--- config.mk ---
export PLATFORM = sky130hd
export DESIGN_NAME = pafb_queue
export DESIGN_NICKNAME = d
export VERILOG_FILES = /design/src/design/progressive_accum_framebuffer_assert.svh /design/src/design/pafb_queue.sv
export SDC_FILE = /design/constraint.sdc
export NUM_CORES = 1
export LEC_CHECK = 0
export BUFFER_PORTS_ARGS = -buffer_cell sky130_fd_sc_hd__buf_2
export CORE_UTILIZATION = 44
export DETAILED_ROUTE_END_ITERATION = 7
export GPL_TIMING_DRIVEN = 0
export PLACE_DENSITY = 0.71
export SLEW_MARGIN = 30
export SYNTH_ARGS = -nofsm -noshare
export SYNTH_HDL_FRONTEND = slang
export SYNTH_SLANG_ARGS = --single-unit
--- constraint.sdc ---
create_clock -name clock -period 1.46 [get_ports clock]
set_clock_uncertainty 0.05 [all_clocks]
set_input_delay 0.146 -clock clock [delete_from_list [all_inputs] [get_ports clock]]
set_output_delay 0.146 -clock clock [all_outputs]
set_load 0.01 [all_outputs]
--- src/design/progressive_accum_framebuffer_assert.svh ---
// Assertion macros used by the framebuffer RTL.
// No dependencies; define NO_ASSERTIONS to compile them away.
`ifndef PROGRESSIVE_ACCUM_FRAMEBUFFER_ASSERT_SVH
`define PROGRESSIVE_ACCUM_FRAMEBUFFER_ASSERT_SVH
`ifndef NO_ASSERTIONS
`define PAFB_ASSERT(label, clk, rst, prop, msg) \
   label: assert property (@(posedge clk) disable iff (rst) prop) else $error(msg);
`define PAFB_ASSERT_ALWAYS(label, clk, prop, msg) \
   label: assert property (@(posedge clk) prop) else $error(msg);
`else
`define PAFB_ASSERT(label, clk, rst, prop, msg)
`define PAFB_ASSERT_ALWAYS(label, clk, prop, msg)
`endif
`endif

--- src/design/pafb_queue.sv ---
// Two-entry queue of packed words between the framebuffer stages.
// No dependencies.
module pafb_queue #(
   parameter int WIDTH = 8
) (
   input  logic             clock,
   input  logic             reset,
   input  logic             push,
   input  logic [WIDTH-1:0] wdata,
   output logic             full,
   input  logic             pop,
   output logic [WIDTH-1:0] rdata,
   output logic             empty
);

   logic [WIDTH-1:0] mem_ff [2];
   logic             wp_ff, wp_in;
   logic             rp_ff, rp_in;
   logic [1:0]       cnt_ff, cnt_in;
   logic             do_push, do_pop;

   assign full    = (cnt_ff == 2'd2);
   assign empty   = (cnt_ff == 2'd0);
   assign do_push = push && !full;
   assign do_pop  = pop && !empty;
   assign rdata   = mem_ff[rp_ff];

   always_comb begin
      wp_in  = do_push ? ~wp_ff : wp_ff;
      rp_in  = do_pop ? ~rp_ff : rp_ff;
      cnt_in = cnt_ff + 2'(do_push) - 2'(do_pop);
   end

   always_ff @(posedge clock) begin
      if (reset) begin
         wp_ff  <= 1'b0;
         rp_ff  <= 1'b0;
         cnt_ff <= 2'd0;
      end else begin
         wp_ff  <= wp_in;
         rp_ff  <= rp_in;
         cnt_ff <= cnt_in;
      end
      if (do_push) begin
         mem_ff[wp_ff] <= wdata;
      end
   end

endmodule

# == After elaboration in Yosys (flattened, before gate mapping) ==
# Memories as Yosys holds them, arrays and structs flattened. A register that Yosys moved wholly into a read port is not among the register bits.
# Cells that the tools add are included.
# word_totals
reg_bits,4
latchBits,0
mem_bits_rw,16
romBits,0
inputBits,12
n_memories,1
# op_classes
add_sub_neg,2
n_mul,0
div,0
n_lt_le_gt_ge,0
eq_ne,1
shift,0
mux,4
bitwise_logic,2
reduce_logical,5
# mem_list
memory,words,width,rd,rd_ports_with_merged_regs,wr,line_no,rtl
mem_ff,2,8,1,1,1,pafb_queue.sv:16,logic [WIDTH-1:0] mem_ff [2];
# op_table
operator,n
1-bit 2-to-1 mux,4
2-bit by 1-bit adder with 2-bit output,1
"2-bit == test, second input constant",1
1-bit logical AND,2
1-bit logical NOT,2
2-bit logical NOT,1
1-bit inverter,2
2-bit by 1-bit subtractor with 2-bit output,1

# == Logic depth before layout (Yosys ltp) ==
# Gate-level depths: netlist (run 1).
# depth
depth_word,5
mapped_depth,8
mapped_depth_nobuf,8

# == Least setup slack after synthesis (run 1) ==
# No wires, ideal clock.
# synth_path
path_type,register to register
start,register cnt_ff[1]
end,register cnt_ff[1]
setup_ps,78
t_arrival_ps,1396
t_required_ps,1332
setup_slack_ps,-64
stages_incl_launch_ff,8
path_cell_list,dfxtp_1 o21a_2 ha_1 inv_1 ha_1 xor2_1 and2_1 nor3_1
# synth_via
elab_cells_between_ends,8
# synth_lines
element,line_no,rtl
"start, declared",pafb_queue.sv:19,"logic [1:0] cnt_ff, cnt_in;"
"start signal, assigned",pafb_queue.sv:42,cnt_ff <= cnt_in;
2-bit logical NOT,pafb_queue.sv:23,assign empty = (cnt_ff == 2'd0);
1-bit logical NOT,pafb_queue.sv:25,assign do_pop = pop && !empty;
1-bit logical AND,pafb_queue.sv:25,
named net do_pop,pafb_queue.sv:20,"logic do_push, do_pop;"
2-bit by 1-bit subtractor with 2-bit output,pafb_queue.sv:31,cnt_in = cnt_ff + 2'(do_push) - 2'(do_pop);
# The timed path passes the listed nets, and every way through them passes these cells.
# A chain may end at the register's enable or synchronous reset.

# == Worst setup path after layout (run 1) ==
# Ends and elaborated chain as after synthesis.

==> flow_summary_export.csv, run 1 <==
group,metric,value,unit
run_status,outcome,"finished, violations left",
run_status,violations,"negative setup slack",
synth,ys_types,21,
die,rows,15,
power,finalPower,1.98,mW
route,drt_wl_total,1.32,mm
synth,synthCells,52,
die,io_pins,22,
sta,layout_min_cycle_time,1.57,ns
synth,yosysWarnings,0,
worst_setup_path,cp.required,1.63,ns
die,coreArea,1730,um^2
route,drt_pass1_iterations,4,
clocking,cts_buffers,3,
sta,holdWs,0.191,ns
power,p_leak,0.498,nW
die,start_util,47.0,%
place,dpl_worst_slack,-0.177,ns
synth,syn_area_per_cell,15.6,um^2
layout,stdcell_count,112,
sta,setup_viol,1,
sta,rsz0062_at_grt,"yes",
sta,slew_violations,0,
synth,synth_flop_cell,"edfxtp_1",
worst_setup_path,crit_arrival,1.74,ns
clocking,cts_tree,"done",
clocking,insertion_delay,0.30,ns
grt,grt_use_total,13.8,%
synth,syn_area,811,um^2
layout,final.fill_count,135,
sta,setup_slack,-0.107,ns
route,drc,0,
grt,globalRouteOverflowTotal,0,
synth,ys_ff_latch,21,
power,power_frac_seq,42.8,%
layout,drive_above_1_share,57.5,%
route,drtIter0Drc,5,
power,p_switching,0.588,mW
grt,grt_pass1_vias,497,
synth,synth_nets,66,
sta,finalHoldViolations,0,
run,cap_violations,0,
die,die_y,44.9,um
power,p_int,1.39,mW
grt,grt_max_degree,12,
power,peakVddDrop,0.00113,V
sta,setup_tns,-0.107,ns
worst_setup_path,crit_fanout,5,
power,p_sw_share,29.7,%
clocking,cts_max_path_buffers,2,
layout,multi_input_area,302,um^2
route,via_per_inst,4.63,
power,power.density,1630,nW/um^2
place,gp_congestion,0.655,
sta,tightest_slew,0.208,ns
place,placed_cells,98,
clocking,root_buffer,"clkbuf_4",
sta,max_freq,0.638,GHz
sta,period_share,107,%
layout,seq_area,587,um^2
sta,max_slew_margin,86.2,%
power,p_clk_share,13.5,%
synth,synth_edf_count,16,
route,num_vias,518,
clocking,cts_max_level,1,
min_path,hold_class,"in -> reg",
route,ant_nets,0,
layout,nets,102,
route,routedWlPerCell,11.8,um
power,combPwrFrac,43.6,%
die,die_x,44.9,um
grt,antenna_found_initial,0,
clocking,cts.clk_slew.worst_paths,0.11,ns
worst_setup_path,end_kind,"flop",
layout,syn2layout_area_growth,49.5,%
worst_setup_path,path_class,"reg -> reg",
worst_setup_path,crit_path_start_kind,"flop",
clocking,clock_sinks,21,
layout,final_cell_mix,"buf_2 (16), edfxtp_1 (16), dlygate4sd3_1 (9)",
place,hpwl,792,um
grt,grt_pass1_wl,1.92,mm
place,numPortBuffers,21,
layout,n_antenna_cell,0,
synth,async_flop_share,0,%
die,die-area,2020,um^2
synth,ys_seq_area_share,71.6,%
[layout make-up]
type	instances	area share, %
plain buffers	1	1.24
clock buffers	4	2.17
inverters	4	1.44
multi-input cells	26	24.9
flip-flops and latches	21	48.4
well taps	25	2.58
repair buffers	31	19.3
[metal layers]
| metal | wire length, um | track usage (%) | share of wire [%] | vias up |
|---|---|---|---|---|
| li1 | - | - | - | 253 |
| met4 | 10 | 7.88 | 0.76 | 0 |
| met5 | 0 | 0 | 0 | - |
| met3 | 37 | 4.00 | 2.8 | 2 |
| met2 | 689 | 23.2 | 52 | 14 |
| met1 | 581 | 15.5 | 44 | 249 |
[flip-flops by register name (all words and copies together) (netlist names), named ones only]
signal / flops
cnt_ff: 2
rp_ff: 1
mem_ff: 16
wp_ff: 1
[metrics by stage]
step                area (um^2)  utilization (%)
detailed placement          947             54.9
finish                     1210             70.2
global placement            947             54.9
CTS                        1080             62.7
floorplan                   811                -
global route               1210             70.2
[worst max-delay path, cell delays in order, from the launching register on]
cell and delay, ns:
dfxtp_4 0.39, o21a_4 0.21, ha_4 0.26, inv_2 0.03, ha_4 0.15, xor2_2 0.14
and2_4 0.16, nor3_2 0.10
[power groups by stage]
stage | combinational (mW) | sequential (mW) | clock (mW)
after floorplan | 0.363 | 0.822 | 0
after global placement | 0.510 | 0.829 | 0
after detailed placement | 0.530 | 0.833 | 0
after CTS | 0.587 | 0.824 | 0.274
after global routing | 0.945 | 0.862 | 0.294
final | 0.864 | 0.848 | 0.268
[cell usage after synthesis, drive strengths merged (2+ instances only)]
cell / number / area [um^2]
inv: 4 / 15.0
ha: 2 / 25.0
dfxtp: 5 / 100
nor2: 4 / 15.0
mux2: 8 / 90.1
edfxtp: 16 / 480
[kinds of logic after synthesis]
kind of cell | after synthesis | share of synthesized area (%)
multiplexers | 8 | 11.1
adder cells (fa/ha/maj) | 2 | 3.09
flip-flops | 21 | 71.6
AND/OR/NAND/NOR | 11 | 7.25
buffers and inverters | 5 | 2.47
AO/OA/AOI/OAI | 3 | 2.31
XOR/XNOR | 2 | 2.16
[timing repair]
| action | in CTS | in global routing |
|---|---|---|
| gates cloned | 0 | 0 |
| buffers inserted | 1 | 0 |
| setup endpoints to repair | 17 | 16 |
| hold endpoints to repair | 18 | 0 |
| hold buffers | 9 | 0 |
| gates resized for setup | 6 | 27 |
| pin swaps | 0 | 0 |
[final timing paths]
path                            slack [ns]        end      start  depth (start not counted)
worst max register to register       -0.11  cnt_ff[1]  cnt_ff[1]                          7
worst min register to register        0.46      wp_ff      wp_ff                          2
worst max-delay path                 -0.11  cnt_ff[1]  cnt_ff[1]                          7
worst min-delay path                  0.19       flop        pop                          4
No activity file was read; power rests on OpenSTA's default activity.
==> run 2: changes to the inputs <==
ABC_AREA = 1   (was default)
CORE_UTILIZATION = 45   (was 44)
PLACE_DENSITY = 0.72   (was 0.71)
==> run 2 against run 1 <==
Compared with the run above: the run now ends clean; worst hold slack got worse by 0.11 ns; critical path type unchanged; fmax increased by 7.6%; combinational power rose by 7.5%; total power increased by 5.1%; utilization increased by 1.8 points; critical path depth increased by 2; synthesized cell count is 23% higher; sequential share of layout area shrank 2.0 points.
==> flow_summary_export.csv, run 2 <==
group,metric,value,unit
worst_setup_path,worstPathCellList,"nor2_4, nor2_4, ha_4, inv_2, ha_4, nand2_1, nand3_2, nand2_1, nor2_1",
worst_setup_path,end_kind,"flop",
synth,ys_types,11,
min_path,hold_class,"in -> reg",
clocking,cts_tree,"done",
power,peakVddDrop,0.00130,V
synth,yosysTopAreaCellShare,55.3,%
worst_setup_path,critPathBufInv,1,
synth,synthCells,64,
layout,final_cell_mix,"edfxtp_1 (16), buf_2 (13), dlygate4sd3_1 (9)",
synth,async_flop_share,0,%
sta,period_share,99.7,%
synth,synth_common_cells,"edfxtp_1 (16), inv_1 (10), mux2_4 (8), nand2_1 (8), nor2_1 (7)",
clocking,clock_sinks,21,
layout,stdcell_count,126,
worst_setup_path,cpMaxStageDelayCell,"dfxtp_4",
run,cap_violations,0,
sta,setup_viol,0,
sta,holdWs,0.0802,ns
layout,top_regs,"mem_ff: 16 flops, cnt_ff: 2 flops",
route,drc,0,
worst_setup_path,path_class,"reg -> reg",
worst_setup_path,crit_arrival,1.61,ns
sta,max_slew_margin,71.7,%
clocking,insertion_delay,0.29,ns
synth,yosysWarnings,0,
synth,ys_ff_latch,21,
grt,grt_use_total,13.8,%
die,io_pins,22,
worst_setup_path,crit_family,"simple AND/OR/NAND/NOR gates",
layout,post-route-util,72.0,%
clocking,cts_max_level,1,
route,drtIter0Drc,11,
place,placed_cells,110,
synth,syn_area_per_cell,13.6,um^2
min_path,hp-start,"pop",
worst_setup_path,crit_fanout,3,
sta,layout_min_cycle_time,1.46,ns
clocking,cts_buffers,3,
clocking,cts.clk_slew.worst_paths,0.12,ns
clocking,root_buffer,"clkbuf_4",
synth,synth_flop_cell,"edfxtp_1",
synth,synth_nets,78,
place,hpwl,824,um
layout,n_antenna_cell,0,
synth,syn_area,868,um^2
layout,nets,116,
synth,synth_area_leader_cell,"edfxtp_1",
route,num_vias,572,
sta,setup_slack,0.00386,ns
place,dpl_worst_slack,-0.0904,ns
grt,globalRouteOverflowTotal,0,
die,start_util,49.2,%
layout,largest_register,"mem_ff",
synth,synth_most_common_cell,"edfxtp_1",
die,die-area,2110,um^2
sta,finalHoldViolations,0,
route,via_per_inst,4.54,
sta,rsz0062_at_grt,"yes",
clocking,cts_max_path_buffers,2,
sta,max_freq,0.687,GHz
die,coreArea,1760,um^2
grt,grt_max_degree,13,
route,drt_pass1_iterations,4,
route,routedWlPerCell,12.5,um
sta,tightest_slew,0.424,ns
synth,synth_edf_count,16,
route,drt_wl_total,1.57,mm
route,ant_nets,0,
die,die_y,45.9,um
worst_setup_path,cp.required,1.61,ns
die,rows,15,
worst_setup_path,reg2reg_from,"cnt_ff[0]",
layout,syn2layout_area_growth,46.3,%
layout,drive_above_1_share,51.5,%
grt,grt_pass1_vias,492,
place,gp_congestion,0.675,
run_status,outcome,"complete, no violations",
layout,mostFrequentLayoutCell,"edfxtp_1",
worst_setup_path,slowest_delay,0.39,ns
worst_setup_path,startpoint,"cnt_ff[0]",
grt,antenna_found_initial,0,
place,numPortBuffers,21,
synth,ys_seq_area_share,66.9,%
layout,largest_reg_flops,16,
synth,ys_top_cells_by_area,"edfxtp_1 (55%), mux2_4 (14%), dfxtp_1 (12%)",
power,power.density,1640,nW/um^2
power,finalPower,2.08,mW
worst_setup_path,crit_path_start_kind,"flop",
die,die_x,45.9,um
grt,grt_pass1_wl,1.91,mm
power,p_leak,0.550,nW
sta,slew_violations,0,
run 2: layout make-up:
type,count,area [um^2]
clock inverters,1,5.00
fillers,124,494
multi-input cells,32,299
flip-flops and latches,21,589
inverters,10,40.0
repair buffers,33,268
plain buffers,1,15.0
clock buffers,3,22.5
well taps,25,31.3
run 2: metal layers:
metal	vias up	GRT usage [%]	routed length, um
met4	0	8.82	13
li1	286	-	-
met3	2	4.76	62
met2	18	21.7	851
met5	-	0	0
met1	266	15.7	645
run 2: report_power, final:
part | switching [mW] | leakage (nW) | total [mW] | internal, mW
clock network | 0.172 | 0.0177 | 0.274 | 0.102
registers | 0.0905 | 0.192 | 0.878 | 0.788
logic | 0.420 | 0.340 | 0.929 | 0.509
run 2: cell families after synthesis:
group | count (synthesis) | share of synthesized area, %
compound gates | 2 | 1.15
fa+ha+maj | 2 | 2.88
buf+inv | 11 | 5.62
flops | 21 | 66.9
mux | 8 | 13.8
simple gates | 20 | 9.65
run 2: tightest hold or removal path: stages:
cell     delay (ns)
buf_2          0.09
nand3_1        0.07
nand2_1        0.07
nor2_1         0.04
run 2: final timing paths:
check / endpoint / slack [ns] / cells after the start
worst max-delay path: cnt_ff[1] / 0.004 / 9
worst min-delay path: flop / 0.08 / 4
worst min register to register: rp_ff / 0.46 / 2
worst max register to register: cnt_ff[1] / 0.004 / 9
run 2: timing repair:
item	4_1_cts	5_1_grt
hold endpoints to repair	17	0
setup endpoints to repair	9	9
gates resized for setup	4	25
hold buffers	9	0
pin swaps	1	6
buffers inserted	1	2
run 2: per-stage QoR:
stage	instance area (um^2)	TNS, ns
4_1_cts	1140	0
2_1_floorplan	871	0
5_1_grt	1270	-0.0943
3_5_place_dp	1010	-0.786
3_3_place_gp	1010	-0.659
6_report	1270	0
