<file path="config.mk">
export PLATFORM = sky130hd
export DESIGN_NAME = pafb_front
export DESIGN_NICKNAME = d
export VERILOG_FILES = /design/src/design/progressive_accum_framebuffer_assert.svh /design/src/design/pafb_pkg.sv /design/src/design/pafb_front.sv
export SDC_FILE = /design/constraint.sdc
export NUM_CORES = 1
export LEC_CHECK = 0
export BUFFER_PORTS_ARGS = -buffer_cell sky130_fd_sc_hd__buf_4
export CORE_ASPECT_RATIO = 0.7
export CORE_MARGIN = 1.5
export CORE_UTILIZATION = 40
export CTS_CLUSTER_DIAMETER = 120
export DETAILED_ROUTE_END_ITERATION = 8
export MAX_ROUTING_LAYER = met4
export PLACE_DENSITY = 0.83
export SLEW_MARGIN = 25
export SYNTH_ARGS = -nofsm -noshare
export SYNTH_HDL_FRONTEND = slang
export SYNTH_SLANG_ARGS = --single-unit
</file>
<file path="constraint.sdc">
create_clock -name clock -period 3.12 [get_ports clock]
set_clock_uncertainty 0.05 [all_clocks]
set_input_delay 0.156 -clock clock [delete_from_list [all_inputs] [get_ports clock]]
set_output_delay 0.156 -clock clock [all_outputs]
set_load 0.01 [all_outputs]
</file>
<file path="src/design/progressive_accum_framebuffer_assert.svh">
// Assertion macros used by the framebuffer RTL.
// No dependencies; define NO_ASSERTIONS to compile them away.
`ifndef PROGRESSIVE_ACCUM_FRAMEBUFFER_ASSERT_SVH
`define PROGRESSIVE_ACCUM_FRAMEBUFFER_ASSERT_SVH
`ifndef NO_ASSERTIONS
`define PAFB_ASSERT(label, clk, rst, prop, msg) \
   label: assert property (@(posedge clk) disable iff (rst) prop) else $error(msg);
`define PAFB_ASSERT_ALWAYS(label, clk, prop, msg) \
   label: assert property (@(posedge clk) prop) else $error(msg);
`else
`define PAFB_ASSERT(label, clk, rst, prop, msg)
`define PAFB_ASSERT_ALWAYS(label, clk, prop, msg)
`endif
`endif

</file>
<file path="src/design/pafb_pkg.sv">
// Shared types, constants and helper functions of the framebuffer.
// No dependencies.
package pafb_pkg;

   localparam int PAFB_MAX_WIDTH        = 256;
   localparam int PAFB_MAX_HEIGHT       = 256;
   localparam int PAFB_MAX_BLOCK_LOG2   = 4;
   localparam int PAFB_GAMMA_INDEX_BITS = 12;

   localparam int SAMPLE_W = 24;
   localparam int CSR_W    = 9;

   localparam logic CSR_IMAGE_WIDTH  = 1'b0;
   localparam logic CSR_IMAGE_HEIGHT = 1'b1;

   typedef enum logic [1:0] {
      CMD_SPLAT = 2'd0,
      CMD_READ  = 2'd1,
      CMD_BLACK = 2'd2
   } pafb_kind_type;

   typedef struct packed {
      logic clearing;
   } pafb_status_type;

   function automatic logic [31:0] pafb_sat_add(input logic [31:0] a,
                                                input logic [SAMPLE_W-1:0] b);
      logic [32:0] s;
      s = {1'b0, a} + 33'(b);
      return s[32] ? 32'hFFFF_FFFF : s[31:0];
   endfunction

   // Smallest index i with i^5 * 255^11 >= b^11 * N^5, N = 2^gbits.
   function automatic int pafb_gamma_thr(input int b, input int gbits);
      logic [191:0] lhs;
      logic [191:0] rhs;
      logic [191:0] p255;
      int n;
      int lo;
      int hi;
      int mid;
      n = 1 << gbits;
      lhs = 192'd1;
      for (int i = 0; i < 11; i++) lhs = lhs * 192'(b);
      for (int i = 0; i < 5; i++) lhs = lhs * 192'(n);
      p255 = 192'd1;
      for (int i = 0; i < 11; i++) p255 = p255 * 192'd255;
      lo = 0;
      hi = n;
      while (lo < hi) begin
         mid = lo + ((hi - lo) >> 1);
         rhs = p255;
         for (int i = 0; i < 5; i++) rhs = rhs * 192'(mid);
         if (rhs >= lhs) hi = mid;
         else lo = mid + 1;
      end
      return lo;
   endfunction

endpackage

</file>
<file path="src/design/pafb_front.sv">
// Front stage: configuration registers, request intake and classification.
// Depends on pafb_pkg.
module pafb_front import pafb_pkg::*; #(
   parameter int MAX_WIDTH      = PAFB_MAX_WIDTH,
   parameter int MAX_HEIGHT     = PAFB_MAX_HEIGHT,
   parameter int MAX_BLOCK_LOG2 = PAFB_MAX_BLOCK_LOG2,
   localparam int DEPTH = MAX_WIDTH * MAX_HEIGHT,
   localparam int AW    = $clog2(DEPTH),
   localparam int BLW   = MAX_BLOCK_LOG2 + 1,
   localparam int CMD_W = 2 + AW + 2 * BLW + 3 + 4 * SAMPLE_W
) (
   input  logic                clock,
   input  logic                reset,
   input  logic                csr_valid,
   output logic                csr_ready,
   input  logic                csr_index,
   input  logic [CSR_W-1:0]    csr_data,
   input  logic                push,
   output logic                full,
   input  logic                req_type,
   input  logic [7:0]          req_pos_x,
   input  logic [7:0]          req_pos_y,
   input  logic [2:0]          req_block_log2,
   input  logic [SAMPLE_W-1:0] req_sample_red,
   input  logic [SAMPLE_W-1:0] req_sample_green,
   input  logic [SAMPLE_W-1:0] req_sample_blue,
   input  logic [SAMPLE_W-1:0] req_sample_weight,
   input  pafb_status_type     status,
   input  logic                q_full,
   output logic                q_push,
   output logic [CMD_W-1:0]    q_data
);

   localparam int CW = $clog2(MAX_WIDTH + 1);
   localparam int CH = $clog2(MAX_HEIGHT + 1);
   localparam int PW = 8 + MAX_BLOCK_LOG2;

   typedef struct packed {
      pafb_kind_type         kind;
      logic [AW-1:0]         addr;
      logic [BLW-1:0]        nx;
      logic [BLW-1:0]        ny;
      logic [2:0]            mark;
      logic [SAMPLE_W-1:0]   red;
      logic [SAMPLE_W-1:0]   green;
      logic [SAMPLE_W-1:0]   blue;
      logic [SAMPLE_W-1:0]   weight;
   } cmd_type;

   logic [CSR_W-1:0] width_ff, width_in;
   logic [CSR_W-1:0] height_ff, height_in;
   logic [CW-1:0]    eff_w;
   logic [CH-1:0]    eff_h;
   logic [2:0]       kk;
   logic [PW-1:0]    x0, y0;
   logic [BLW-1:0]   blk_edge, nx, ny;
   int               rem_x, rem_y;
   logic             in_image;
   logic             keep;
   cmd_type          cmd;

   assign csr_ready = 1'b1;

   always_comb begin
      width_in  = width_ff;
      height_in = height_ff;
      if (csr_valid) begin
         case (csr_index)
            CSR_IMAGE_WIDTH:  width_in  = csr_data;
            CSR_IMAGE_HEIGHT: height_in = csr_data;
            default: ;
         endcase
      end
   end

   always_ff @(posedge clock) begin
      if (reset) begin
         width_ff  <= CSR_W'(256);
         height_ff <= CSR_W'(256);
      end else begin
         width_ff  <= width_in;
         height_ff <= height_in;
      end
   end

   // Registers above the compiled-in maximum saturate to it.
   assign eff_w = (int'(width_ff) > MAX_WIDTH) ? CW'(MAX_WIDTH) : CW'(width_ff);
   assign eff_h = (int'(height_ff) > MAX_HEIGHT) ? CH'(MAX_HEIGHT) : CH'(height_ff);

   always_comb begin
      kk       = (int'(req_block_log2) > MAX_BLOCK_LOG2) ? 3'(MAX_BLOCK_LOG2)
                                                          : req_block_log2;
      x0       = PW'(req_pos_x) << kk;
      y0       = PW'(req_pos_y) << kk;
      blk_edge = BLW'(1) << kk;
      rem_x    = int'(eff_w) - int'(x0);
      rem_y    = int'(eff_h) - int'(y0);
      nx       = (rem_x <= 0) ? '0 : ((rem_x < int'(blk_edge)) ? BLW'(rem_x) : blk_edge);
      ny       = (rem_y <= 0) ? '0 : ((rem_y < int'(blk_edge)) ? BLW'(rem_y) : blk_edge);
      in_image = (int'(req_pos_x) < int'(eff_w)) && (int'(req_pos_y) < int'(eff_h));

      cmd.nx     = nx;
      cmd.ny     = ny;
      cmd.mark   = kk + 3'd1;
      cmd.red    = req_sample_red;
      cmd.green  = req_sample_green;
      cmd.blue   = req_sample_blue;
      cmd.weight = req_sample_weight;
      if (!req_type) begin
         cmd.kind = CMD_SPLAT;
         cmd.addr = AW'(int'(y0) * MAX_WIDTH + int'(x0));
         keep     = (nx != '0) && (ny != '0);
      end else begin
         cmd.kind = in_image ? CMD_READ : CMD_BLACK;
         // Rows are stored bottom first, so the read flips the row.
         cmd.addr = AW'((int'(eff_h) - 1 - int'(req_pos_y)) * MAX_WIDTH + int'(req_pos_x));
         keep     = 1'b1;
      end
   end

   // Splats that land wholly outside the image are taken and dropped here.
   assign full   = q_full || status.clearing;
   assign q_push = push && !full && keep;
   assign q_data = cmd;

endmodule

</file>
Yosys cells after proc, flatten, opt, wreduce, memory -nomap -nowiden
Cells that the tools add are included.

storage, ports and cells
  bits in registers = 18
  bits of input ports = 132
  output and inout bits = 130

operators by class
  add/sub/neg operators = 7
  $lt $le $gt $ge = 9
  shift-type cells = 3
  muxes and demuxes = 10
  bitwise operators = 1
  reduce and logical (&&, ||, !) cells = 10

operators with widths
  cell                                                                    count
  13-bit by 1-bit <= comparator with 1-bit output, second input constant  2
  13-bit by 6-bit < comparator with 1-bit output                          2
  9-bit by 12-bit subtractor with 13-bit output                           2
  8-bit by 3-bit left shift with 12-bit output                            2
  5-bit two-way mux                                                       4
  9-bit > comparator, second input constant                               2
  8-bit by 9-bit < comparator with 1-bit output                           2
  18-bit two-way mux                                                      1
  9-bit two-way mux                                                       2
  16-bit by 12-bit adder with 16-bit output                               1
  16-bit by 9-bit adder with 16-bit output                                1
  5-bit nonzero test                                                      2
  8-bit by 1-bit subtractor with 8-bit output, second input constant      1
  8-bit subtractor                                                        1
  1-bit by 3-bit left shift with 5-bit output, first input constant       1
  1-bit logical AND                                                       4
  2-bit AND reduction                                                     2
  3-bit by 1-bit adder with 3-bit output, second input constant           1
  3-bit > comparator, second input constant                               1
  3-bit two-way mux                                                       1
  2-bit two-way mux                                                       1
  1-bit logical NOT                                                       1
  1-bit logical OR                                                        1
  1-bit two-way mux                                                       1
  1-bit inverter                                                          1

Longest topological paths before layout
Gate-level depths: netlist of the first run.

  depth after elaboration = 11
  depth in mapped cells = 18
  gate-level depth less buffers = 16

Worst setup path after synthesis of the first run
OpenSTA, ideal clock, no wires.

  path type = input port to output port
  start = in req_block_log2[0]
  end = out q_push
  arrival = 3.230 ns
  data required time = 2.914 ns
  slack = -0.316 ns
  stages = 16
  cell sequence = buf_2 buf_1 mux2i_1 nand2b_1 inv_1 fa_1 nor2b_1 o21a_1 nor2_1 xnor2_1 ha_1 o21ai_0 o21bai_1 nor4_4 o211ai_1 a21oi_1

on the way
  cells in the longest elaborated chain, start to end = 11

ends and longest elaborated chain
  what                                                                      line                                source
  from (decl)                                                               pafb_front.sv:23                    input logic [2:0] req_block_log2,
  3-bit > comparator                                                        pafb_front.sv:91                    kk = (int'(req_block_log2) > MAX_BLOCK_LOG2) ? 3'(MAX_BLOCK_LOG2)
  3-bit two-way mux (*)                                                     pafb_front.sv:91
  8-bit by 3-bit left shift with 12-bit output, on equally long branches    pafb_front.sv:93, pafb_front.sv:94
  9-bit by 12-bit subtractor with 13-bit output, on equally long branches   pafb_front.sv:96, pafb_front.sv:97
  13-bit by 6-bit < comparator with 1-bit output, on equally long branches  pafb_front.sv:98, pafb_front.sv:99
  5-bit two-way mux, on equally long branches (2 in series)                 pafb_front.sv:98, pafb_front.sv:99
  5-bit nonzero test                                                        pafb_front.sv:112                   keep = (nx != '0) && (ny != '0);
  1-bit logical AND (*)                                                     pafb_front.sv:112
  1-bit two-way mux (*)                                                     pafb_front.sv:109                   if (!req_type) begin
  1-bit logical AND (*)                                                     pafb_front.sv:123                   assign q_push = push && !full && keep;
  to (decl)                                                                 pafb_front.sv:30                    output logic q_push,

Every way passes the cells marked *; elsewhere a longest branch is shown, timed or not.

Worst setup path after layout of the first run
  start = reg height_ff[0]
  end = out q_data[103]

on the way
  cells in the longest elaborated chain, start to end = 6

ends and longest elaborated chain
  what                                               line              source
  from (decl)                                        pafb_front.sv:51  logic [CSR_W-1:0] height_ff, height_in;
  from (signal assigned)                             pafb_front.sv:82  height_ff <= height_in;
  9-bit > comparator                                 pafb_front.sv:88  assign eff_h = (int'(height_ff) > MAX_HEIGHT) ? CH'(MAX_HEIGHT) : CH'(height_ff);
  9-bit two-way mux (*)                              pafb_front.sv:88
  9-bit by 12-bit subtractor with 13-bit output (*)  pafb_front.sv:97  rem_y = int'(eff_h) - int'(y0);
  13-bit by 6-bit < comparator with 1-bit output     pafb_front.sv:99  ny = (rem_y <= 0) ? '0 : ((rem_y < int'(blk_edge)) ? BLW'(rem_y) : blk_edge);
  5-bit two-way mux                                  pafb_front.sv:99
  5-bit two-way mux (*)                              pafb_front.sv:99
  to (decl)                                          pafb_front.sv:31  output logic [CMD_W-1:0] q_data

Marked as above.

==> results of run 1 <==
[worst max-delay path by stage]
stage                            startpoint          end  slack [ns]
after detailed placement  req_block_log2[0]  q_data[107]       -0.35
final                          height_ff[0]  q_data[103]       -0.22
after CTS                      height_ff[0]   q_data[99]       -0.27
after floorplan                height_ff[8]       q_push        0.01
after global routing           height_ff[8]   q_data[99]       -0.40
after global placement    req_block_log2[0]  q_data[104]       -0.28
[sequential cells by signal, indices dropped and copies added (netlist names)]
name       flops
width_ff       9
height_ff      9
[power breakdown]
part	internal, mW	leakage [nW]	switching [mW]	total [mW]
Sequential	0.242	0.147	0.00899	0.251
Clock	0.195	0.0442	0.0875	0.283
Combinational	0.452	2.56	0.437	0.889
[layer usage]
metal / vias up / wire (µm)
li1: 2093 / -
met1: 2005 / 6110
met2: 259 / 6190
met3: 31 / 1500
met4: 0 / 216
met5: - / 0
[per-stage QoR]
step,utilization [%],hold WS [ns]
after floorplan,-,0.227
after global placement,47.4,0.262
after detailed placement,47.4,0.262
after CTS,51.4,0.0819
after global routing,54.6,0.0941
final,54.6,0.0856
[cells by family after synthesis]
| group | count (synthesis) | synth area share, % |
|---|---|---|
| mux | 29 | 7.30 |
| other cells | 1 | 0.0861 |
| buf+inv | 171 | 23.7 |
| compound gates | 138 | 20.3 |
| flops | 18 | 8.27 |
| simple gates | 171 | 18.9 |
| xor+xnor | 23 | 4.63 |
| fa+ha+maj | 56 | 16.8 |
[repair_timing]
| action | 4_1_cts | 5_1_grt |
|---|---|---|
| pin swaps | 30 | 38 |
| resized for setup | 54 | 56 |
| setup buffers | 12 | 6 |
| endpoints found under the setup margin | 14 | 16 |
[critical path, stage by stage, from the launching register on]
cell and delay [ns]:
dfxtp_2 0.32, nor2b_4 0.20, inv_2 0.08, ha_4 0.17, fa_2 0.35, buf_4 0.17
xnor2_4 0.18, ha_1 0.26, a211oi_2 0.25, o21bai_2 0.10, nor4_4 0.24, buf_6 0.17
mux2i_1 0.19, nor2_1 0.07, buf_4 0.14
[Yosys cell counts, types with 10 or more instances]
cell type	n	share of area [%]
ha_1	52	15
a21oi_1	49	5.6
nor2_1	39	3.4
inv_1	49	4.2
nand2b_1	20	2.9
xnor2_1	16	3.2
buf_4	98	17
nand2_1	71	6.1
a211oi_1	10	1.7
a21o_1	11	1.9
clkbuf_1	17	1.5
o21ai_0	23	2.6
dfxtp_1	18	8.3
nor2b_1	13	1.9
mux2i_1	25	5.7
o21a_1	10	1.7
[layout make-up]
class	instances	share of cell area [%]
clock buffer	4	1.55
inverter	51	3.46
multi-input combinational	418	60.8
sequential	18	6.37
tap	132	2.89
timing repair buffer	184	24.9
==> metrics.cfg, run 1 <==
[power]
cellPowerDensity_mw_per_mm2 = 249
p_leak_nw = 2.75
max-vdd-ir-drop_v = 0.000277
p_total_mw = 1.42

[critical_path]
arrival_ns = 3.13
crit_fanout = 6
r2r_cells = 3
r2r_end = width_ff[0]
rrSetupSlack_ns = 2.31
cp.required_ns = 2.91
worst_setup_path_end_kind = output port
r2r_start = width_ff[0]
setup.worst_path.class = reg -> out
worstSetupStartpointType = register

[finish]
seq_area_um2 = 364
diodes = 0
area_growth_pct = 31.2
multiInputGateArea_mm2 = 0.00347
final_cells = 807
layout_commonest_cell = buf_4
drive_above_1_share_pct = 42.1
fillerInstances = 977
stdcell_area_mm2 = 0.00571
final_cell_mix = buf_4 (175), nand2_1 (68), inv_1 (43)
nets = 864

[sta]
setup_ws_ns = -0.217
tns_ns = -2.13
worst_pin_slew_ns = 0.647
finalCritPeriodShare_pct = 107
slew_headroom_pct = 56.8
slew_violations = 0
finalHoldViolCount = 0
rsz0062_at_grt = yes
max_freq_mhz = 300
min_period_ns = 3.34
setup_viol = 11

[route]
drc = 0
antenna_left = 0
dr_total_vias = 4388
postRouteWirelength_um = 14000
drt-wirelength-per-cell_um = 17.4
first_iter_violations = 326
via_per_inst = 5.44
first_pass_iters = 5

[yosys]
async_reset_ff_share_pct = 0
syn_nets = 795
synth_cell_types = 53
ys_ff_latch = 18
yosysSeqAreaShare_pct = 8.27
ys_warn_count = 0
synthCells = 607
netlist_area_mm2 = 0.00436
synth_edf_count = 0
synth_flop_cell = dfxtp_1
syn_avg_cell_area_um2 = 7.18

[place]
placed_cells = 786
dp_hpwl_um = 10600
gp_congestion = 0.948
dpl-instance-area_mm2 = 0.00496
dp_slack_ns = -0.348
io_buffers = 68

[global_route]
antenna_found_initial = 0
use_met3_pct = 6.99
globalRoute.busiestLayer = met2
grt_overflow = 0
grt_pass1_vias = 4248
grt_max_degree = 21
grt_usage_pct = 23.3
gr-usage-met1_pct = 31.3
grtUsageMet2_pct = 34.1
grt_pass1_wl_um = 21200

[cts]
clock_sinks = 18
hold_buffers = 0
path_clk_slew_ns = 0.05
root_buffer = clkbuf_16
cts_htree_levels = 1
cts_max_path_buffers = 2
cts_tree = done
insertion_delay_ns = 0.25
cts-buffers-inserted = 3

[die]
initial_core_util_pct = 41.6
rows = 31
die-area_mm2 = 0.0115
dieHeight_um = 90.3
die_w_um = 128
ios = 262
core-area_mm2 = 0.0105

[worst_hold_path]
hp-start = csr_data[8]
min_path_type = in -> reg
whs_path_depth = 3
whs_endpoint = width_ff[8]

[status]
status = complete, but fails checks
failed_checks = setup timing

[flow_run]
drv_cap = 0

No activity file was read; power rests on OpenSTA's default activity.
==> inputs of run 2 (changes only) <==
CORE_UTILIZATION = 41   (was 40)
PLACE_DENSITY = 0.85   (was 0.83)
==> run 2 against run 1 <==
Net effect:
- wire length rose by 0.36%
- largest power group unchanged
- the run still ends with setup timing left
- count of clock-buffer cells in the layout fell by 1
- global-route usage up 1.2 points
- die area fell by 2.4%
==> metrics.cfg, run 2 (synthesis gave the netlist of run 1 again) <==
[sta]
min_period_ns = 3.40  ; was 3.34 ns
setup_viol = 11  ; unchanged
worst_pin_slew_ns = 0.609  ; was 0.647 ns
finalCritPeriodShare_pct = 109  ; was 107%
holdWs_ns = 0.0849  ; was 0.0856 ns
max_freq_mhz = 294  ; was 300 MHz
setup_ws_ns = -0.280  ; was -0.217 ns
rsz0062_at_grt = yes  ; unchanged
slew_violations = 0  ; unchanged
finalHoldViolCount = 0  ; unchanged
slew_headroom_pct = 59.4  ; was 56.8%
tns_ns = -2.91  ; was -2.13 ns

[global_route]
gr-usage-met1_pct = 30.9  ; was 31.3%
grt_usage_pct = 24.4  ; was 23.3%
antenna_found_initial = 0  ; unchanged
use_met3_pct = 8.62  ; was 6.99%
grt_pass1_vias = 4200  ; was 4,248
globalRoute.busiestLayer = met2  ; unchanged
grt_overflow = 0  ; unchanged
grt_pass1_wl_um = 21200  ; about the same
grt_max_degree = 21  ; unchanged
grtUsageMet2_pct = 38.1  ; was 34.1%

[finish]
area_growth_pct = 25.4  ; was 31.2%
top_regs = height_ff: 9 flops, width_ff: 9 flops  ; unchanged
final_cell_mix = buf_4 (170), nand2_1 (71), inv_1 (46)  ; was buf_4 (175), nand2_1 (68), inv_1 (43)
fillerInstances = 960  ; was 977
nets = 856  ; was 864
diodes = 0  ; unchanged
final_util_pct = 52.7  ; was 54.6%
final_cells = 798  ; was 807
layout_commonest_cell = buf_4  ; unchanged
drive_above_1_share_pct = 37.8  ; was 42.1%
stdcell_area_mm2 = 0.00546  ; was 0.00571 mm²

[critical_path]
crit_top_cell = mux2i_1  ; was buf_4
rrSetupSlack_ns = 2.30  ; was 2.31 ns
arrival_ns = 3.19  ; was 3.13 ns
path_cells = buf_8 -> nor2b_4 -> buf_6 -> inv_2 -> buf_4 -> mux2i_1 -> mux2i_1 -> mux2i_1 -> ha_2 -> o21a_1 -> a21oi_2 -> a31oi_2 -> xor2_2 -> a211oi_4 -> and2_4 -> a22oi_1 -> nor2_1 -> buf_4  ; was nor2b_4 -> inv_2 -> ha_4 -> fa_2 -> buf_4 -> xnor2_4 -> ha_1 -> a211oi_2 -> o21bai_2 -> nor4_4 -> buf_6 -> mux2i_1 -> nor2_1 -> buf_4
setup.worst_path.class = in -> out  ; was reg -> out
cp_slowest_cell = ha_2  ; was fa_2
worst_setup_path_end_kind = output port  ; unchanged
cp.required_ns = 2.91  ; about the same
r2r_start = height_ff[0]  ; was width_ff[0]
worstSetupStartpointType = input pin  ; was register
cp_slowest_stage_delay_ns = 0.34  ; was 0.35 ns
crit_fanout = 7  ; was 6
r2r_cells = 4  ; was 3
r2r_end = height_ff[0]  ; was width_ff[0]

[power]
p_total_mw = 1.35  ; was 1.42 mW
internal_power_mw = 0.837  ; was 0.889 mW
switching_share_pct = 38.2  ; was 37.5%
cellPowerDensity_mw_per_mm2 = 248  ; was 249 mW/mm²
p_clk_share_pct = 18.6  ; was 19.9%
p_sw_mw = 0.518  ; was 0.533 mW
pwr-share-seq_pct = 18.6  ; was 17.6%
pwr-share-comb_pct = 62.8  ; was 62.5%
max-vdd-ir-drop_v = 0.000257  ; was 0.000277 V
p_leak_nw = 2.67  ; was 2.75 nW

[place]
gp_congestion = 0.954  ; was 0.948
dpl-instance-area_mm2 = 0.00494  ; was 0.00496 mm²
dp_slack_ns = -0.359  ; was -0.348 ns
placed_cells = 783  ; was 786
dp_hpwl_um = 11100  ; was 10,600 µm
io_buffers = 68  ; unchanged

[route]
drc = 0  ; unchanged
dr_total_vias = 4369  ; was 4,388
first_iter_violations = 362  ; was 326
postRouteWirelength_um = 14100  ; was 14,000 µm
drt-wirelength-per-cell_um = 17.6  ; was 17.4 µm
first_pass_iters = 5  ; unchanged
antenna_left = 0  ; unchanged
via_per_inst = 5.47  ; was 5.44

[status]
status = complete, but fails checks  ; unchanged
failed_checks = setup timing  ; unchanged

[cts]
insertion_delay_ns = 0.25  ; about the same
cts_tree = done  ; unchanged
root_buffer = clkbuf_16  ; unchanged
path_clk_slew_ns = 0.05  ; about the same
clock_sinks = 18  ; unchanged
cts-buffers-inserted = 3  ; unchanged
cts_htree_levels = 1  ; unchanged
cts_max_path_buffers = 2  ; unchanged

[flow_run]
drv_cap = 0  ; unchanged

[die]
ios = 262  ; unchanged
die-area_mm2 = 0.0113  ; was 0.0115 mm²
die_w_um = 126  ; was 128 µm
initial_core_util_pct = 42.1  ; was 41.6%
dieHeight_um = 89.2  ; was 90.3 µm
rows = 31  ; unchanged
core-area_mm2 = 0.0104  ; was 0.0105 mm²

[worst_hold_path]
hp-start = csr_data[8]  ; unchanged
whs_endpoint = width_ff[8]  ; unchanged
whs_path_depth = 3  ; unchanged
min_path_type = in -> reg  ; unchanged

run 2: cell type report:
class / instances / area, µm² / share of cell area, %
multi-input combinational: 418 / 3310 / 60.7
timing repair buffer: 176 / 1350 / 24.7
sequential: 18 / 365 / 6.69
inverter: 51 / 191 / 3.51
tap: 132 / 165 / 3.02
clock buffer: 3 / 75.1 / 1.37
run 2: worst max-delay path: cells and delay by family:
kind / cells / cell delay, ns
adders and majority gates: 1 / 0.34
muxes: 3 / 0.50
buffers and inverters: 5 / 0.59
AOI/OAI and AO/OA: 5 / 0.92
xor gates and xnor gates: 1 / 0.19
and+or+nand+nor: 3 / 0.49
run 2: how the worst max path moves through the flow:
stage / from / endpoint / slack [ns] / cells past startpoint
detailed placement: req_block_log2[0] / q_data[104] / -0.36 / 18
finish: req_block_log2[0] / q_data[104] / -0.28 / 18
CTS: height_ff[8] / q_data[100] / -0.22 / 16
global route: req_block_log2[0] / q_data[108] / -0.43 / 17
global placement: req_block_log2[2] / q_data[103] / -0.27 / 18
floorplan: height_ff[8] / q_push / 0.01 / 15
run 2: power groups by stage:
stage,clock network (mW),registers (mW),logic (mW)
6_report,0.253,0.251,0.851
4_1_cts,0.254,0.251,0.783
3_5_place_dp,0,0.254,0.727
3_3_place_gp,0,0.253,0.707
5_1_grt,0.266,0.253,0.919
2_1_floorplan,0,0.250,0.539
run 2: metal layers:
layer,share of wire [%],up-vias
met3,12,31
met1,42,1971
met2,44,297
met5,0,-
met4,1.7,0
li1,-,2070
run 2: timing repair:
item | CTS | global route
resized for setup | 42 | 34
pin swaps | 25 | 29
hold buffers | 0 | 0
setup buffers | 10 | 2
setup endpoints to repair | 11 | 13
==> inputs of run 3 (changes only) <==
ABC_AREA = 1   (was not set)
BUFFER_PORTS_ARGS = not set   (was -buffer_cell sky130_fd_sc_hd__buf_4)
CORE_AREA = 2 2 101 103   (was not set)
CORE_ASPECT_RATIO = not set   (was 0.7)
CORE_MARGIN = not set   (was 1.5)
CORE_UTILIZATION = not set   (was 41)
DIE_AREA = 0 0 103 105   (was not set)
DONT_BUFFER_PORTS = 1   (was not set)
PLACE_DENSITY = 0.7   (was 0.85)
==> run 3 against run 2 <==
Net effect:
- the run ends with hold timing, setup timing left
- first-iteration DRC count decreased by 15%
- utilization up 5.6 points
- fmax fell by 12%
- register-to-register slack got worse by 0.09 ns
- critical path depth rose by 6
- combinational power increased by 35%
- worst hold slack worse by 0.089 ns
- worst setup slack got worse by 0.47 ns
- synthesized cell count is 30% higher
- critical endpoint is now q_push
- largest cell class unchanged
- largest power group unchanged
- highest routed layer unchanged
==> metrics.cfg, run 3 <==
[status]
status = complete, but fails checks  ; unchanged
failed_checks = hold timing, setup timing  ; was setup timing

[route]
via_per_inst = 5.27  ; was 5.47
antenna_left = 0  ; unchanged
drt-wirelength-per-cell_um = 16.1  ; was 17.6 µm
top_layer = met4  ; unchanged
postRouteWirelength_um = 15200  ; was 14,100 µm
wl_met3_um = 1520  ; was 1740 µm
met2WireLength_um = 7530  ; was 6120 µm
first_pass_iters = 5  ; unchanged
wl_met1_um = 5730  ; was 5970 µm
dr_total_vias = 4989  ; was 4,369
first_iter_violations = 308  ; was 362
drc = 0  ; unchanged

[critical_path]
r2r_cells = 3  ; was 4
crit_path_end = q_push  ; was q_data[104]
path_cells = nor4_4 -> a21oi_1 -> inv_1 -> nand2_2 -> ha_4 -> fa_2 -> nand3b_1 -> nand2_2 -> xor2_2 -> ha_1 -> nand2_1 -> inv_2 -> nand4_1 -> nand3_1 -> inv_1 -> nand3_2 -> o21ai_4 -> nand2_2 -> nand3_2 -> nand2_1 -> nor2_1 -> nand2_1 -> o21ai_2 -> a21oi_2  ; was buf_8 -> nor2b_4 -> buf_6 -> inv_2 -> buf_4 -> mux2i_1 -> mux2i_1 -> mux2i_1 -> ha_2 -> o21a_1 -> a21oi_2 -> a31oi_2 -> xor2_2 -> a211oi_4 -> and2_4 -> a22oi_1 -> nor2_1 -> buf_4
worst-path-stages = 24  ; was 18
path_buf_inv = 3  ; was 5
arrival_ns = 3.67  ; was 3.19 ns
crit_fanout = 5  ; was 7
r2r_start = width_ff[2]  ; was height_ff[0]
rrSetupSlack_ns = 2.21  ; was 2.30 ns
worstSetupStartpointType = register  ; was input pin
cp.required_ns = 2.91  ; about the same
worst_setup_path_end_kind = output port  ; unchanged
cp_slowest_stage_delay_ns = 0.35  ; was 0.34 ns
crit_path_start = width_ff[1]  ; was req_block_log2[0]
setup.worst_path.class = reg -> out  ; was in -> out
critPathTopFamily = simple AND/OR/NAND/NOR gates  ; was compound AO/OA/AOI/OAI gates
cp_slowest_cell = fa_2  ; was ha_2
r2r_end = width_ff[2]  ; was height_ff[0]

[cts]
cts_htree_levels = 1  ; unchanged
cts-buffers-inserted = 3  ; unchanged
cts_tree = done  ; unchanged
cts_max_path_buffers = 2  ; unchanged
root_buffer = clkbuf_8  ; was clkbuf_16
path_clk_slew_ns = 0.07  ; was 0.05 ns
insertion_delay_ns = 0.25  ; about the same
clock_sinks = 18  ; unchanged

[global_route]
grt_usage_pct = 28.0  ; was 24.4%
grt_pass1_vias = 4970  ; was 4,200
grt_overflow = 0  ; unchanged
grt_pass1_wl_um = 23700  ; was 21,200 µm
antenna_found_initial = 0  ; unchanged
grt_max_degree = 21  ; unchanged

[sta]
finalCritPeriodShare_pct = 124  ; was 109%
tns_ns = -5.43  ; was -2.91 ns
setup_ws_ns = -0.754  ; was -0.280 ns
max_freq_mhz = 258  ; was 294 MHz
min_period_ns = 3.87  ; was 3.40 ns
worst_pin_slew_ns = 0.678  ; was 0.609 ns
rsz0062_at_grt = yes  ; unchanged
holdWs_ns = -0.00389  ; was 0.0849 ns
slew_headroom_pct = 54.8  ; was 59.4%
finalHoldViolCount = 1  ; was 0
slew_violations = 0  ; unchanged
setup_viol = 11  ; unchanged

[worst_hold_path]
min_path_type = in -> reg  ; unchanged
whs_path_depth = 2  ; was 3

[yosys]
yosysTopAreaCell = buf_4  ; unchanged
synth_flop_cell = dfxtp_1  ; unchanged
async_reset_ff_share_pct = 0  ; unchanged
synth_cell_types = 46  ; was 53
ys_ff_latch = 18  ; unchanged
synth_edf_count = 0  ; unchanged
ys_warn_count = 0  ; unchanged
netlist_area_mm2 = 0.00464  ; was 0.00436 mm²
yosys-top-cells-count = nand2_1 (184), inv_1 (132), buf_4 (99), nor2_1 (81), ha_1 (52)  ; was buf_4 (98), nand2_1 (71), ha_1 (52), a21oi_1 (49), inv_1 (49)
syn_nets = 977  ; was 795
synth.most_common_cell = nand2_1  ; was buf_4
syn_avg_cell_area_um2 = 5.88  ; was 7.18 µm²
synth.area.top_cells = buf_4 (16%), nand2_1 (15%), ha_1 (14%)  ; was buf_4 (17%), ha_1 (15%), dfxtp_1 (8.3%)
yosysTopAreaCellShare_pct = 16.0  ; was 16.9%
yosysSeqAreaShare_pct = 7.77  ; was 8.27%
synthCells = 789  ; was 607

[finish]
layout_commonest_cell = nand2_1  ; was buf_4
drive_above_1_share_pct = 32.8  ; was 37.8%
final_cell_mix = nand2_1 (167), buf_4 (120), inv_1 (116)  ; was buf_4 (170), nand2_1 (71), inv_1 (46)
area_growth_pct = 21.1  ; was 25.4%
top_regs = height_ff: 9 flops, width_ff: 9 flops  ; unchanged
nets = 1002  ; was 856
multiInputGateArea_mm2 = 0.00347  ; was 0.00331 mm²
diodes = 0  ; unchanged
final_util_pct = 58.3  ; was 52.7%
fillerInstances = 917  ; was 960
seq_area_um2 = 365  ; unchanged

[power]
max-vdd-ir-drop_v = 0.000360  ; was 0.000257 V
p_sw_mw = 0.702  ; was 0.518 mW
p_leak_nw = 3.16  ; was 2.67 nW
pwr-share-comb_pct = 72.0  ; was 62.8%
p_clk_share_pct = 11.7  ; was 18.6%
internal_power_mw = 0.890  ; was 0.837 mW
switching_share_pct = 44.1  ; was 38.2%
cellPowerDensity_mw_per_mm2 = 283  ; was 248 mW/mm²
p_total_mw = 1.59  ; was 1.35 mW
pwr-share-seq_pct = 16.3  ; was 18.6%

[die]
initial_core_util_pct = 48.1  ; was 42.1%
core-area_mm2 = 0.00964  ; was 0.0104 mm²
dieHeight_um = 105  ; was 89.2 µm
ios = 262  ; unchanged
die_w_um = 103  ; was 126 µm
die-area_mm2 = 0.0108  ; was 0.0113 mm²
rows = 36  ; was 31

[place]
dp_hpwl_um = 12400  ; was 11,100 µm
gp_congestion = 1.01  ; was 0.954
dp_slack_ns = -0.573  ; was -0.359 ns
io_buffers = 0  ; was 68

[flow_run]
drv_cap = 0  ; unchanged

-- run 3: changes by cell type in the layout (fill, tap and decap cells not counted), moves of 20 or more --
| cell | change |
|---|---|
| nand3_1 | +24 |
| nor2_1 | +33 |
| a21oi_1 | -23 |
| nand2_1 | +96 |
| buf_4 | -50 |
| mux2i_1 | -20 |
| inv_1 | +70 |
-- run 3: final cells by class --
class | count | area share [%]
multi-input combinational | 524 | 61.7
timing repair buffer | 133 | 18.6
inverter | 134 | 9.27
sequential | 18 | 6.50
tap | 133 | 2.96
clock buffer | 4 | 0.980
-- run 3: cells by family after synthesis --
group,Yosys count,synth area share [%]
AOI/OAI and AO/OA,118,15.2
other,1,0.0809
xor gates and xnor gates,10,1.89
DFF,18,7.77
and+or+nand+nor,339,30.9
adders and majority gates,56,15.8
buffers and inverters,247,28.4
-- run 3: power groups by stage --
stage / Combinational, mW / Sequential (mW) / Clock (mW)
3_5_place_dp: 0.942 / 0.258 / 0
4_1_cts: 1.04 / 0.255 / 0.187
6_report: 1.15 / 0.259 / 0.187
5_1_grt: 1.27 / 0.260 / 0.197
3_3_place_gp: 0.915 / 0.257 / 0
2_1_floorplan: 0.737 / 0.258 / 0
-- run 3: worst min-delay path by stage --
stage | from | to | slack [ns]
after floorplan | csr_data[8] | height_ff[8] | 0.24
after global placement | csr_data[1] | width_ff[1] | 0.25
after detailed placement | csr_data[8] | height_ff[8] | 0.25
after CTS | csr_data[0] | width_ff[0] | 0.003
after global routing | csr_data[0] | width_ff[0] | 0.004
final | csr_data[0] | width_ff[0] | -0.004
-- run 3: repair_timing --
action / 4_1_cts / 5_1_grt
resized for setup: 57 / 72
pin swaps: 21 / 55
buffers inserted: 6 / 8
hold buffers: 2 / 0
endpoints found under the setup margin: 13 / 16
endpoints found under the hold margin: 2 / 0
-- run 3: worst reg2reg max path, stage by stage, from the launching register on --
cell     delay, ns
dfxtp_1       0.34
buf_4         0.14
o21ai_0       0.20
nor2_1        0.07
-- run 3: stage by stage --
step,std cells,instance area [µm²]
after floorplan,789,4750
after global placement,932,5010
after detailed placement,932,5010
after CTS,943,5330
after global routing,946,5620
final,946,5620
-- run 3: per-layer routing --
metal / vias up / GRT usage, %
li1: 2432 / -
met1: 2245 / 32.0
met2: 259 / 48.3
met3: 53 / 6.69
met4: 0 / 7.89
met5: - / -
